[config.mk]
export PLATFORM = sky130hd
export DESIGN_NAME = pfa_cell
export DESIGN_NICKNAME = d
export VERILOG_FILES = /design/src/rtl/pfa_pkg.sv /design/src/rtl/pfa_cell.sv
export SDC_FILE = /design/constraint.sdc
export NUM_CORES = 1
export LEC_CHECK = 0
export BUFFER_PORTS_ARGS = -buffer_cell sky130_fd_sc_hd__clkbuf_2
export CAP_MARGIN = 20
export CORE_ASPECT_RATIO = 0.9
export CORE_MARGIN = 3
export CORE_UTILIZATION = 32
export CTS_CLUSTER_SIZE = 28
export DETAILED_ROUTE_END_ITERATION = 16
export GPL_TIMING_DRIVEN = 0
export PLACE_DENSITY_LB_ADDON = 0.15
export SLEW_MARGIN = 0
export SYNTH_ARGS = -nofsm -noshare
export SYNTH_HDL_FRONTEND = slang
export SYNTH_SLANG_ARGS = --single-unit
[constraint.sdc]
create_clock -name clk -period 4.5 [get_ports clk]
set_input_delay 0.9 -clock clk [delete_from_list [all_inputs] [get_ports clk]]
set_output_delay 0.9 -clock clk [all_outputs]
set_load 0.02 [all_outputs]
[src/rtl/pfa_pkg.sv]
// Shared types and codes for the partition fit allocator.
`timescale 1ns / 1ps
package pfa_pkg;

	localparam int SIZE_W  = 32;
	localparam int LDIDX_W = 4;
	localparam int PCNT_W  = 5;
	localparam int PADDR_W = 3;

	typedef enum logic [1:0] {
		OP_LOAD    = 2'd0,
		OP_ALLOC   = 2'd1,
		OP_RESTORE = 2'd2,
		OP_NONE    = 2'd3
	} opcode_e_t;

	typedef enum logic [1:0] {
		FIT_BEST  = 2'd0,
		FIT_WORST = 2'd1,
		FIT_FIRST = 2'd2,
		FIT_NEXT  = 2'd3
	} fit_mode_e_t;

	// register index = paddr[2]
	localparam logic REG_FIT_MODE   = 1'b0;
	localparam logic REG_PART_COUNT = 1'b1;

	// broadcast to every cell during a scan
	typedef struct packed {
		fit_mode_e_t       mode;
		logic [SIZE_W-1:0] req;
	} scan_ctl_t;

	// broadcast table updates
	typedef struct packed {
		logic               ld_en;
		logic               rs_en;
		logic               cm_en;
		logic [LDIDX_W-1:0] ld_idx;
		logic [SIZE_W-1:0]  data;
	} upd_ctl_t;

endpackage

[src/rtl/pfa_cell.sv]
// One partition cell: holds its sizes and refines the candidate passed down the chain.
`timescale 1ns / 1ps
module pfa_cell import pfa_pkg::*; #(
	parameter int IDX_W    = 4,
	parameter int CNT_W    = 5,
	parameter int CELL_IDX = 0
) (
	input  logic              clk,
	input  logic              arst_n,
	input  scan_ctl_t         scan,
	input  logic [IDX_W-1:0]  ptr,
	input  logic [CNT_W-1:0]  cnt,
	input  upd_ctl_t          upd,
	input  logic [IDX_W-1:0]  cm_idx,
	input  logic              tok_in,
	input  logic              found_in,
	input  logic [IDX_W-1:0]  idx_in,
	input  logic [SIZE_W-1:0] size_in,
	input  logic              lo_found_in,
	input  logic [IDX_W-1:0]  lo_idx_in,
	output logic              tok_q,
	output logic              found_q,
	output logic [IDX_W-1:0]  idx_q,
	output logic [SIZE_W-1:0] size_q,
	output logic              lo_found_q,
	output logic [IDX_W-1:0]  lo_idx_q
);

	localparam logic [IDX_W-1:0] MY_IDX = IDX_W'(CELL_IDX);

	logic [SIZE_W-1:0] rem_q;
	logic [SIZE_W-1:0] orig_q;
	logic              in_use;
	logic              take;
	logic              found_d;
	logic [IDX_W-1:0]  idx_d;
	logic [SIZE_W-1:0] size_d;
	logic              lo_found_d;
	logic [IDX_W-1:0]  lo_idx_d;

	assign in_use = CNT_W'(CELL_IDX) < cnt;
	assign take   = tok_in && in_use && (rem_q >= scan.req);

	always_comb begin
		found_d    = found_in;
		idx_d      = idx_in;
		size_d     = size_in;
		lo_found_d = lo_found_in;
		lo_idx_d   = lo_idx_in;
		case (scan.mode)
			FIT_BEST: begin
				if (take && (!found_in || rem_q < size_in)) begin
					found_d = 1'b1;
					idx_d   = MY_IDX;
					size_d  = rem_q;
				end
			end
			FIT_WORST: begin
				if (take && (!found_in || rem_q > size_in)) begin
					found_d = 1'b1;
					idx_d   = MY_IDX;
					size_d  = rem_q;
				end
			end
			FIT_FIRST: begin
				if (take && !found_in) begin
					found_d = 1'b1;
					idx_d   = MY_IDX;
					size_d  = rem_q;
				end
			end
			FIT_NEXT: begin
				// wrapped part of the circular pass collects in the lo slot
				if (take && MY_IDX >= ptr && !found_in) begin
					found_d = 1'b1;
					idx_d   = MY_IDX;
					size_d  = rem_q;
				end else if (take && MY_IDX < ptr && !lo_found_in) begin
					lo_found_d = 1'b1;
					lo_idx_d   = MY_IDX;
				end
			end
			default: begin
			end
		endcase
	end

	always_ff @(posedge clk or negedge arst_n) begin
		if (!arst_n) begin
			tok_q <= 1'b0;
		end else begin
			tok_q <= tok_in;
		end
	end

	always_ff @(posedge clk) begin
		if (tok_in) begin
			found_q    <= found_d;
			idx_q      <= idx_d;
			size_q     <= size_d;
			lo_found_q <= lo_found_d;
			lo_idx_q   <= lo_idx_d;
		end
	end

	always_ff @(posedge clk) begin
		if (upd.ld_en && {{(32-LDIDX_W){1'b0}}, upd.ld_idx} == 32'(CELL_IDX)) begin
			rem_q  <= upd.data;
			orig_q <= upd.data;
		end else if (upd.rs_en) begin
			rem_q <= orig_q;
		end else if (upd.cm_en && cm_idx == MY_IDX) begin
			rem_q <= rem_q - upd.data;
		end
	end

endmodule

-- Word level (Yosys, flattened, before mapping)
Cells that the tools add are included.
- flip-flop bits (word level): 107
- latch bits: 0
- RAM bits: 0
- bits in read-only memories: 0
- input bits: 131
- output and inout port bits: 43
- logic and storage cells: 61
- memories kept: 0
- add/sub/neg operators: 1
- $mul: 0
- div/mod/pow operators: 0
- order comparisons: 6
- eq/ne operators: 3
- shifts and indexed selects: 0
- muxes and demuxes: 24
- bitwise logic cells: 0
- reduce and logical (&&, ||, !) cells: 19
- operators by type and width (operator ; count):
    $mux W32 ; 7
    $pmux W32 S4 ; 1
    $ge A32 B32 Y1 ; 1
    $gt A32 B32 Y1 ; 1
    $lt A32 B32 Y1 ; 1
    $sub A32 B32 Y32 ; 1
    $mux W4 ; 7
    $pmux W4 S4 ; 1
    $logic_and A1 B1 Y1 ; 11
    $logic_not A4 Y1 ; 2
    $mux W1 ; 7
    $lt A1 B5 Y1 const A ; 1
    $eq A2 B2 Y1 const B ; 2
    $ge A1 B4 Y1 const A ; 1
    $lt A1 B4 Y1 const A ; 1
    $pmux W1 S4 ; 1
    $reduce_bool A3 Y1 ; 1
    $eq A2 B1 Y1 const B ; 1
    $logic_not A1 Y1 ; 2
    $logic_not A2 Y1 ; 1
    $logic_or A1 B1 Y1 ; 2

-- Depth between registers and ports, before layout
Gate-level depths: netlist of run 1.
- depth in word-level cells: 8
- gate-level depth with buffers: 12
- gate-level depth less buffers: 12

-- Worst setup path after synthesis of run 1
Ideal clock, no wire load.
- kind: input to register
- start point: input size_in[1]
- end point: register size_q[0] (data pin)
- setup time: 260 ps
- arrival: 3348 ps
- required time: 4240 ps
- setup slack: 892 ps
- stages on the path: 12
- buffers on the path: 1
- cell sequence: inv_1 > ha_1 > nor2b_1 > o21a_1 > o21ai_1 > a21oi_1 > o311a_1 > o21ai_2 > nand3_1 > a311oi_4 > buf_6 > mux2_2
- cells in the longest elaborated chain, start to end: 5
- elaborated cells on any way between the ends: 9
- those cells by class: 2 x order compare; 3 x mux; 4 x reduce/logical
- ends and longest elaborated chain (what ; RTL line ; text):
    start: declaration ; pfa_cell.sv:18 ; input logic [SIZE_W-1:0] size_in,
    $gt A32 B32 Y1 / $lt A32 B32 Y1 (equally long branches) ; pfa_cell.sv:59, pfa_cell.sv:52 ;
    $logic_or A1 B1 Y1, on equally long branches ; pfa_cell.sv:59, pfa_cell.sv:52 ;
    $logic_and A1 B1 Y1, on equally long branches ; pfa_cell.sv:59, pfa_cell.sv:52 ;
    $mux W32, on equally long branches ; pfa_cell.sv:59, pfa_cell.sv:52 ;
    $pmux W32 S4 * ; pfa_cell.sv:50 ; case (scan.mode)
    named net size_d[0] ; pfa_cell.sv:37 ; logic [SIZE_W-1:0] size_d;
    end signal: assignment ; pfa_cell.sv:100 ; size_q <= size_d;
    end: declaration ; pfa_cell.sv:24 ; output logic [SIZE_W-1:0] size_q,
The timed path passes the listed nets; every way through them passes the cells marked *.
A chain may end at the register's enable or synchronous reset.

-- Worst setup path in the final report of run 1
- start point: input size_in[31]
- end point: register size_q[6] (data pin)
The elaborated chain is that of the path after synthesis.

==> results of run 1 <==
[registers in the layout, indices dropped and copies added, names as in the netlist]
name / flops
idx_q: 4
found_q: 1
orig_q: 32
rem_q: 32
lo_idx_q: 4
lo_found_q: 1
tok_q: 1
size_q: 32
[routing by layer]
metal / track usage / share of wire / wire length (um)
met1: 0.237 / 0.51 / 11000
met2: 0.261 / 0.44 / 9510
met3: 0.0256 / 0.040 / 857
met4: 0.0393 / 0.013 / 286
met5: 0 / 0 / 0
[logic make-up after synthesis]
kind of cell    share of synthesized area
xor+xnor                           0.0205
buf+inv                            0.0609
flops                               0.416
fa+ha+maj                           0.157
simple gates                        0.108
compound gates                      0.176
mux                                0.0614
[cells in the mapped netlist, types with 10 or more instances]
master                     instances
sky130_fd_sc_hd__a211oi_1         19
sky130_fd_sc_hd__a21o_1           32
sky130_fd_sc_hd__a21oi_1          70
sky130_fd_sc_hd__clkbuf_1         11
sky130_fd_sc_hd__edfxtp_1        106
sky130_fd_sc_hd__ha_1             95
sky130_fd_sc_hd__inv_1           100
sky130_fd_sc_hd__mux2_2           30
sky130_fd_sc_hd__nand2_1          36
sky130_fd_sc_hd__nand4_1          15
sky130_fd_sc_hd__nor2_1           44
sky130_fd_sc_hd__nor2b_1          19
sky130_fd_sc_hd__nor3_1           14
sky130_fd_sc_hd__o21a_1           10
sky130_fd_sc_hd__o21ai_0          25
sky130_fd_sc_hd__xnor2_1          10
[critical path, stage by stage]
cell and delay, ns:
sky130_fd_sc_hd__clkbuf_2 0.09, sky130_fd_sc_hd__inv_1 0.04, sky130_fd_sc_hd__ha_1 0.28, sky130_fd_sc_hd__nand4_1 0.16, sky130_fd_sc_hd__nor4_1 0.69, sky130_fd_sc_hd__o21ai_2 0.16
sky130_fd_sc_hd__a211o_2 0.39, sky130_fd_sc_hd__a311oi_4 0.65, sky130_fd_sc_hd__buf_6 0.25, sky130_fd_sc_hd__mux2_2 0.35
[power breakdown]
part	total, mW	internal (mW)	switching [mW]
Sequential	1.29	1.21	0.0859
Clock	0.818	0.429	0.389
Combinational	0.985	0.445	0.540
[layout by cell type, fill, tap and decap left out, types with 3 or more instances in the layout]
master                        n
sky130_fd_sc_hd__nand4_1     15
sky130_fd_sc_hd__nor4_1       5
sky130_fd_sc_hd__ha_1        95
sky130_fd_sc_hd__clkbuf_16    9
sky130_fd_sc_hd__clkinv_1     3
sky130_fd_sc_hd__nand3_1      7
sky130_fd_sc_hd__a21boi_0     5
sky130_fd_sc_hd__o211a_1      4
sky130_fd_sc_hd__nor3_1      14
sky130_fd_sc_hd__xor2_1       8
sky130_fd_sc_hd__clkbuf_1    11
sky130_fd_sc_hd__a21oi_1     70
sky130_fd_sc_hd__o21a_1      10
sky130_fd_sc_hd__buf_6        3
sky130_fd_sc_hd__nor3b_1      3
sky130_fd_sc_hd__edfxtp_1   106
sky130_fd_sc_hd__a211oi_1    19
sky130_fd_sc_hd__or3_1        5
sky130_fd_sc_hd__a31o_2       3
sky130_fd_sc_hd__xnor2_1     10
sky130_fd_sc_hd__buf_1        4
sky130_fd_sc_hd__mux2i_1      9
sky130_fd_sc_hd__o21bai_1     3
sky130_fd_sc_hd__o21ai_0     25
sky130_fd_sc_hd__nand2b_1     5
sky130_fd_sc_hd__a31oi_1      5
sky130_fd_sc_hd__nor2_1      44
sky130_fd_sc_hd__a21o_1      32
sky130_fd_sc_hd__mux2_2      30
sky130_fd_sc_hd__nor2b_1     19
sky130_fd_sc_hd__clkbuf_2   173
sky130_fd_sc_hd__inv_1      100
sky130_fd_sc_hd__nand2_1     35
sky130_fd_sc_hd__mux2_1       4
sky130_fd_sc_hd__o31ai_1      4
[area by class of cell]
cell class / count / share of cell area
plain buffers: 18 / 0.00984
clock buffers: 10 / 0.0247
clock inverters: 6 / 0.00607
inverters: 101 / 0.0409
multi-input cells: 527 / 0.434
flip-flops and latches: 107 / 0.346
well taps: 302 / 0.0407
repair buffers: 174 / 0.0979
[final timing paths]
| kind | start | endpoint | slack, ns | cells past startpoint |
|---|---|---|---|---|
| worst max-delay path | size_in[31] | size_q[6]$_DFFE_PP_ | 0.65 | 10 |
| worst min-delay path | arst_n | tok_q$_DFF_PN0_ | 0.30 | 1 |
| worst max register to register | rem_q[21]$_DFFE_PP_ | size_q[6]$_DFFE_PP_ | 0.73 | 8 |
| worst min register to register | orig_q[21]$_DFFE_PP_ | rem_q[21]$_DFFE_PP_ | 0.60 | 2 |
| max in group asynchronous | arst_n | tok_q$_DFF_PN0_ | 4.12 | 1 |
| min in group clk | orig_q[21]$_DFFE_PP_ | rem_q[21]$_DFFE_PP_ | 0.60 | 2 |
[per-stage QoR]
stage / utilization / instances / instance area [um2]
2_1_floorplan: - / 753 / 7700
3_3_place_gp: 0.380 / 1227 / 8940
3_5_place_dp: 0.381 / 1228 / 8970
4_1_cts: 0.393 / 1244 / 9260
5_1_grt: 0.394 / 1245 / 9280
6_report: 0.394 / 1245 / 9280
==> impl.org, run 1 <==
** Clock tree
- Cts-stage hold buffer count :: 0
- Clock-pin slew reported for the worst setup and hold paths after clock tree synthesis :: 0.07 ns
- Counting along the longest clock path gives a buffer depth of 2.
- Number of post-CTS setup repair buffers :: 0
- Worst-Skew Late Latency :: 0.36 ns
- TritonCTS clock tree :: done
- For this design, the sink count on the clock tree is 107.
- The clock tree synthesis step divided the H-tree into 3 levels.
- Buffers inserted during clock tree synthesis total 9.
- Root buffer selected by CTS :: sky130_fd_sc_hd__clkbuf_16
- Resized Gates After CTS :: 0

** Global route
- Gr ovfl total :: 0
- Maximum number of pins on one net before global-route repair :: 45
- The first global-routing pass estimated 33,400 um of wire.
- The via count of the first global-routing pass was 6,093.
- Initial antenna violation count :: 0
- For this run, the total global-route usage over all layers was measured as 0.165.

** Cells and area
- The multi-input combinational cells in the finished layout cover a total of 4030 um2.
- Share of layout cells above drive strength 1 :: 0.245
- Filler Cell Count :: 2,374
- Area delta synth->final :: 20.4%
- Register Area :: 3210 um2
- N_diodes :: 0
- Net count of the finished layout :: 1,165

** Yosys
- After synthesis the cells add up to 7700 um2.
- Number of standard cells after synthesis :: 753
- In the synthesized netlist the dominant register cell turns out to be sky130_fd_sc_hd__edfxtp_1.
- The synthesized netlist contains 63 unique library cells.
- Share of synthesized flip-flops with an asynchronous set or reset :: 0.00935
- Number of flip-flops and latches in the synthesized netlist :: 107
- Each instance of the synthesized netlist takes up on average 10.2 um2.
- By area the synthesized netlist is led by sky130_fd_sc_hd__edfxtp_1, sky130_fd_sc_hd__ha_1, sky130_fd_sc_hd__inv_1.
- sky130_fd_sc_hd__edfxtp_1 takes more of the synthesized area than any other cell.
- Portion of the post-synthesis area used by sequential elements :: 0.416
- During synthesis, Yosys emitted a total of 0 warnings.
- Synthesis produced a netlist with a net count of 980.
- Proportion of netlist area held by the largest area contributor :: 0.413
- Counting flops with a built-in enable in the synthesized netlist gives 106.

** Worst hold path
- Worst hold path type :: in -> async

** Floorplan
- Starting density of the core :: 0.327
- Pin placement for this block handled 174 I/O pins.
- Die extent in y :: 153 um
- The floorplan has 53 rows.
- Core area :: 23,500 um2
- The floorplan step defined a die boundary enclosing 26,000 um2.
- Horizontal die dimension :: 170 um

** Status
- Outcome :: complete, no violations

** STA
- On the final layout, the worst clock skew is 0.0116 ns.
- Final critical delay including setup and external delays :: 3.85 ns
- Unrepaired setup endpoints after global routing :: false
- Dividing the final minimum period by the clock period gives 0.855.
- Worst Max-Slew Pin Slew :: 0.897 ns
- Post-route worst setup slack :: 0.654 ns
- Max transition margin :: 0.400
- Setup violations remaining at the end of the flow were counted as 0.
- Final hold analysis gives a worst-case slack of 0.298 ns.
- The final max-slew violation count came to 0.
- Endpoints failing hold :: 0
- Fmax :: 0.260 GHz
- In the final timing run, aggregate negative setup slack is 0 ns.

** Routing
- Number of optimization iterations in the first detailed-route pass :: 4
- After detailed routing, the number of vias per cell comes to 4.99.
- After detailed routing, the average wire length per cell comes to 17.4 um.
- After detailed routing, the number of remaining DRC violations is 0.
- Vias :: 6,211
- Once detail routing completed, the nets flagged for antenna violations numbered 0.
- In this run, the number of DRC markers left after iteration 0 of detailed routing was 280.
- Post-detailed-routing wire length :: 21,600 um

** Place
- At the end of routability-driven placement, the weighted congestion stood at 0.874.
- The wire-length estimate of the detail-placed layout is 17,100 um.
- Minimum setup slack after placement :: 0.228 ns
- Input and output buffers added on the ports amount to 172.

** Pwr
- The worst-case IR drop observed on VDD is 0.000177 V.
- The analysis attributes to cell leakage a power of 4.35 nW.
- Power consumption :: 3.09 mW
- Total power per unit cell area :: 333 nW/um2

** Setup path
- Arrival time of the worst setup path :: 3.96 ns
- Crit Path Category :: in -> reg
- Nature of the critical path endpoint :: register
- Sort of element at the start of the critical path :: input port
- Critical path fanouts, max :: 10
- WP data required :: 4.61 ns

** Flow run
- Max-capacitance violation count :: 0
No activity file was read; power rests on OpenSTA's default activity.
==> run 2, diff against run 1 <==
CAP_MARGIN = 5   (was 20)
PLACE_DENSITY = 0.56   (was unset)
PLACE_DENSITY_LB_ADDON = unset   (was 0.15)
==> run 2 against run 1 <==
  * Global-route usage increased by 0.17 points
  * Critical path depth is the same
  * Cell count about the same
  * Clock power grew 15%
==> impl.org, run 2 (same netlist as run 1, synthesis figures left out) <==
** Floorplan
- Number of primary I/O pins :: 174
- Starting density of the core :: 0.327
- The die is 170 um wide.
- The core region is 23,500 um2.
- Number of core rows :: 53
- Total Die Area :: 26,000 um2
- The floorplan step set the die height to 153 um.

** Flow run
- Max-capacitance violation count :: 0

** Clock tree
- TritonCTS clock tree :: done
- Clock-pin slew was measured on the worst setup and hold paths at 0.08 ns.
- Buffers inserted to repair hold after CTS numbered 0.
- Root buffer selected by CTS :: sky130_fd_sc_hd__clkbuf_16
- TritonCTS created 9 clock buffers.
- Post-CTS repair changed the size of 0 cells.
- Clock sink count :: 107
- Once the clock tree was built, the setup fixing pass inserted 0 buffers.
- Worst-Skew Late Latency :: 0.36 ns
- In this run the number of H-tree levels came out at 3.
- In this run the deepest clock path goes through 2 buffers.

** Pwr
- Leak Pwr :: 4.36 nW
- Power consumption :: 3.21 mW
- In this run the power density over the cells is 345 nW/um2.
- Peak supply drop :: 0.000191 V

** STA
- Total negative slack for setup checks :: 0 ns
- In the post-route analysis, the smallest setup slack over all paths is 0.710 ns.
- Max transition margin :: 0.225
- Final Hold Slack :: 0.301 ns
- Worst Max-Slew Pin Slew :: 1.16 ns
- The final max-slew violation count is 0.
- Final critical delay including setup and external delays :: 3.79 ns
- The hold violation total from the final report came to 0.
- Unrepaired setup endpoints after global routing :: false
- Maximum clock skew at final layout :: 0.00807 ns
- Of the available clock period, the critical path in the final layout requires 0.842.
- Setup violators final :: 0
- Fmax :: 0.264 GHz

** Global route
- For this run, the total global-route usage over all layers was measured as 0.167.
- Gr ovfl total :: 0
- The number of antenna violations at the first check in global routing is 1.
- The via count of the first global-routing pass was 6,157.
- First-pass GRT wire length :: 33,800 um
- Entering global routing, the biggest net connects 45 pins.

** Setup path
- STA puts the critical path data required time at 4.61 ns.
- Traced cell by cell, the critical path runs through clkbuf_2 -> inv_1 -> ha_1 -> nand4_1 -> nor4_1 -> o21ai_2 -> a211o_2 -> a311oi_4 -> buf_6 -> mux2_2.
- STA classifies the critical path startpoint as an input port.
- STA classifies the critical path endpoint as a register.
- By startpoint and endpoint, the worst setup path is classified as in -> reg.
- Of all nets on the critical path, the largest fanout is 10.
- Slowest cell on the critical path :: sky130_fd_sc_hd__nor4_1
- Arrival time of the worst setup path :: 3.90 ns
- The largest single stage delay on the critical path is 0.65 ns.

** Cells and area
- Register Area :: 3210 um2
- The repair_antennas step left the layout with diodes totalling 0.
- Post-layout utilization of the core :: 0.396
- Highest-count cells in the layout ignoring fill and taps :: sky130_fd_sc_hd__clkbuf_2, sky130_fd_sc_hd__edfxtp_1, sky130_fd_sc_hd__inv_1, sky130_fd_sc_hd__ha_1, sky130_fd_sc_hd__a21oi_1
- Multi-input gate area :: 4030 um2
- In the final layout, the share of cells above drive strength 1 is 0.246.
- With fillers left out, the area of the finished cells amounts to 9320 um2.
- Net count of the finished layout :: 1,164
- Most common cell after layout, fill and taps aside :: sky130_fd_sc_hd__clkbuf_2
- Once layout is complete, the cells apart from fillers number 1,244.
- The largest registers in the layout are orig_q x32, rem_q x32, size_q x32.
- Compared with the post-synthesis result, the final layout area differs by 20.9%.
- Fill cells in the final layout number 2,344.

** Routing
- The first TritonRoute pass finished after 5 iterations.
- The routed design has 21,800 um of wire.
- Dividing the detail-routed wire length by the instance count gives 17.5 um.
- Using the TritonRoute via totals, the vias-per-cell ratio works out to 5.04.
- In the routed design, unresolved DRC markers number 0.
- Once detail routing completed, the nets flagged for antenna violations numbered 0.
- Vias :: 6,273
- In this run, the number of DRC markers left after iteration 0 of detailed routing was 377.

** Place
- Once placement completed, the tool counted placed cells totaling 1,228.
- DPL Wire Length :: 17,400 um
- Instance area after placement :: 8970 um2
- At the placement stage, the worst setup path has a slack of 0.216 ns.
- Final GP Congestion :: 0.873
- During placement, the flow inserted port buffers numbering 172.

** Worst hold path
- Worst hold path type :: in -> async

** Status
- The flow ran to the end, and the final reports show no timing, DRC or antenna violations.
run 2: changes by cell type in the layout (fill, tap and decap cells not counted), sizes merged:
cell and delta:
buf -1, bufinv +2, clkbuf +1, clkinv -3
run 2: per-layer routing:
layer,up-vias,GRT usage,wire (um)
met3,22,0.0290,1270
met1,2896,0.234,10500
met2,197,0.265,9650
li1,3156,-,-
met5,-,0,11
met4,2,0.0487,377
run 2: layout make-up:
type	instances	area share
sequential	107	0.344
timing repair buffer	173	0.0954
clock inverter	5	0.0107
tap	302	0.0406
buffer	18	0.00980
multi-input combinational	527	0.432
inverter	101	0.0407
clock buffer	11	0.0261
run 2: power breakdown:
part	internal, mW	switching [mW]
clock	0.559	0.381
sequential	1.21	0.0835
combinational	0.444	0.538
total	2.21	1.00
run 2: worst max-delay path: cells and delay by family:
family | cells | cell delay, ns
AOI/OAI and AO/OA | 3 | 1.18
and+or+nand+nor | 2 | 0.80
buffers and inverters | 3 | 0.38
muxes | 1 | 0.35
adders and majority gates | 1 | 0.29
run 2: worst paths after layout:
path                                           from  cells after the start             endpoint  slack, ns
worst max-delay path                    size_in[29]                     10  size_q[8]$_DFFE_PP_       0.71
worst min-delay path                         arst_n                      1      tok_q$_DFF_PN0_       0.30
worst max register to register  rem_q[31]$_DFFE_PP_                      8  size_q[8]$_DFFE_PP_       0.80
worst min register to register  orig_q[7]$_DFFE_PP_                      2   rem_q[7]$_DFFE_PP_       0.60
max in group asynchronous                    arst_n                      1      tok_q$_DFF_PN0_       4.11
min in group clk                orig_q[7]$_DFFE_PP_                      2   rem_q[7]$_DFFE_PP_       0.60
==> run 3, diff against run 2 <==
clock period = 3.7 ns   (was 4.5 ns; I/O delays follow)
==> run 3 against run 2 <==
  * Total power rose by 22%
  * Non-clock buffer count rose by 1
  * Count of clock-buffer cells in the layout did not move
  * Register-to-register slack got worse by 0.49 ns
  * Clock power rose by 21%
  * Design area rose by 0.15%
  * Sequential power rose by 22%
  * Largest cell class unchanged
  * Highest routed layer unchanged
==> impl.org, run 3 (same netlist as run 1, synthesis figures left out) <==
** STA
- Final period util :: 0.915
- Setup violators final :: 0
- In this run the tightest slew margin relative to its limit is 0.232.
- Unrepaired setup endpoints after global routing :: false
- The hold violation total from the final report came to 0.
- On the final layout, the worst hold slack is 0.142 ns.
- Based on the critical path, the design can be clocked at up to 0.295 GHz.
- The clock arrives with 0.00855 ns of skew.
- Number of slew-limit violations in the final report :: 0
- At the pin with the least slew margin, the transition time is 1.15 ns.
- Final critical delay including setup and external delays :: 3.39 ns

** Cells and area
- Non-filler cells, final :: 1,245
- The library cells used most frequently in the layout, excluding fill and tap cells, are sky130_fd_sc_hd__clkbuf_2, sky130_fd_sc_hd__edfxtp_1, sky130_fd_sc_hd__inv_1, sky130_fd_sc_hd__ha_1, sky130_fd_sc_hd__a21oi_1.
- From synthesis to final layout, the design area changed by 21.1%.
- Of the cells placed in the final design, the portion with a size suffix greater than 1 is 0.248.
- Leading registers by flop count :: orig_q x32, rem_q x32, size_q x32
- The net count of the finished layout is 1,165.
- N_diodes :: 0
- Most common cell after layout, fill and taps aside :: sky130_fd_sc_hd__clkbuf_2

** Global route
- For this run, global-route usage on met1 was measured as 0.234.
- Summed over all layers, the global routing overflow is 0.
- Initial antenna violation count :: 1
- First-pass GRT wire length :: 33,800 um
- For this run, global-route usage on met2 was measured as 0.265.
- Global routing met3 resource utilization :: 0.0290
- Aggregate global-route resource usage :: 0.167
- Maximum number of pins on one net before global-route repair :: 45
- In this run the most used layer during global routing was met2.
- Number of global-route vias before repair :: 6,156

** Routing
- Number of optimization iterations in the first detailed-route pass :: 5
- Vias per cell :: 5.02
- The final layout contains routed wiring with a total length of 21,800 um.
- In the routed design, unresolved DRC markers number 0.
- The detailed router placed 6,247 vias in this run.
- Drt first-iter violations :: 425
- Average wire per standard cell :: 17.5 um
- Number of nets still failing antenna checks after routing :: 0

** Status
- The run finished with clean final reports.

** Floorplan
- Core area :: 23,500 um2
- Pin placement for this block handled 174 I/O pins.
- From bottom edge to top edge, the die measures 153 um.
- Number of core rows :: 53
- The floorplan step defined a die boundary enclosing 26,000 um2.
- Horizontal die dimension :: 170 um
- Starting density of the core :: 0.327

** Setup path
- STA puts the critical path data arrival time at 3.49 ns.
- Critical path fanouts, max :: 7
- At the worst endpoint, the required time is 3.81 ns.
- Crit Path Category :: reg -> reg
- STA classifies the critical path endpoint as a register.
- The worst setup path is launched from a register.

** Clock tree
- Clock-pin slew reported for the worst setup and hold paths after clock tree synthesis :: 0.08 ns
- Cts bufs inserted :: 9
- The clock tree synthesis step divided the H-tree into 3 levels.
- For the worst-skew pair, the clock arrives at the later sink with an insertion delay of 0.36 ns.
- Clock tree synthesis found a total of 107 sinks.
- The clock passes through at most 2 buffers.
- Root buffer selected by CTS :: sky130_fd_sc_hd__clkbuf_16
- TritonCTS clock tree :: done

** Place
- Final GP Congestion :: 0.873
- Counting tap cells, the placed design contains a total of 1,228 instances.
- Once detailed placement completed, the half-perimeter wirelength came to 17,400 um.
- IO buf count :: 172

** Pwr
- VDD sags by at most 0.000232 V.
- For this design the static power due to leakage is 4.37 nW.
- Total power per unit cell area :: 419 nW/um2

** Flow run
- Max-capacitance violation count :: 0

** Worst hold path
- Worst hold path type :: in -> async
[run 3: worst paths after layout]
path,startpoint,endpoint,slack [ns],cells after the start
min in group clk,upd[6],orig_q[6]$_DFFE_PP_,0.57,1
worst max register to register,rem_q[15]$_DFFE_PP_,size_q[24]$_DFFE_PP_,0.31,9
worst min-delay path,arst_n,tok_q$_DFF_PN0_,0.14,1
worst max-delay path,rem_q[15]$_DFFE_PP_,size_q[24]$_DFFE_PP_,0.31,9
worst min register to register,orig_q[6]$_DFFE_PP_,rem_q[6]$_DFFE_PP_,0.60,2
max in group asynchronous,arst_n,tok_q$_DFF_PN0_,3.47,1
[run 3: per-layer routing]
metal  wire length [um]  share of wire
met3               1340          0.062
met4                336          0.015
met5                 11        0.00050
met2               9690           0.44
met1              10400           0.48
[run 3: layout make-up]
type | instances | area [um2]
flip-flops and latches | 107 | 3210
plain buffers | 18 | 91.3
inverters | 101 | 379
clock inverters | 5 | 100
clock buffers | 11 | 243
multi-input cells | 527 | 4040
repair buffers | 174 | 896
well taps | 302 | 378
fillers | 2341 | 14200
[run 3: critical path: stages, from the launching register on]
cell                       delay (ns)
sky130_fd_sc_hd__edfxtp_1        0.51
sky130_fd_sc_hd__ha_1            0.34
sky130_fd_sc_hd__nand4_1         0.10
sky130_fd_sc_hd__or3_1           0.38
sky130_fd_sc_hd__o221ai_1        0.24
sky130_fd_sc_hd__a211oi_1        0.15
sky130_fd_sc_hd__o31a_2          0.42
sky130_fd_sc_hd__a311oi_4        0.41
sky130_fd_sc_hd__buf_4           0.24
sky130_fd_sc_hd__mux2_2          0.34
[run 3: power by group]
group | internal, mW | switching (mW) | leakage (nW)
Clock | 0.680 | 0.463 | 0.169
Sequential | 1.47 | 0.102 | 1.03
Combinational | 0.542 | 0.655 | 3.17
[run 3: what timing repair did]
item / CTS / global route
buffers inserted: 0 / 1
pin swaps: 0 / 1
gates resized for setup: 1 / 0
endpoints found under the setup margin: 24 / 24
hold buffers: 0 / 0
[run 3: metrics by stage]
step | util | TNS [ns] | setup slack (ns) | area, um2 | total power [mW]
finish | 0.396 | 0 | 0.315 | 9330 | 3.91
global route | 0.396 | 0 | 0.111 | 9330 | 4.16
CTS | 0.396 | 0 | 0.0151 | 9320 | 3.95
detailed placement | 0.381 | -12.29 | -0.424 | 8970 | 2.79
global placement | 0.380 | -24.59 | -0.412 | 8940 | 2.77
floorplan | - | 0 | 0.252 | 7700 | 2.42
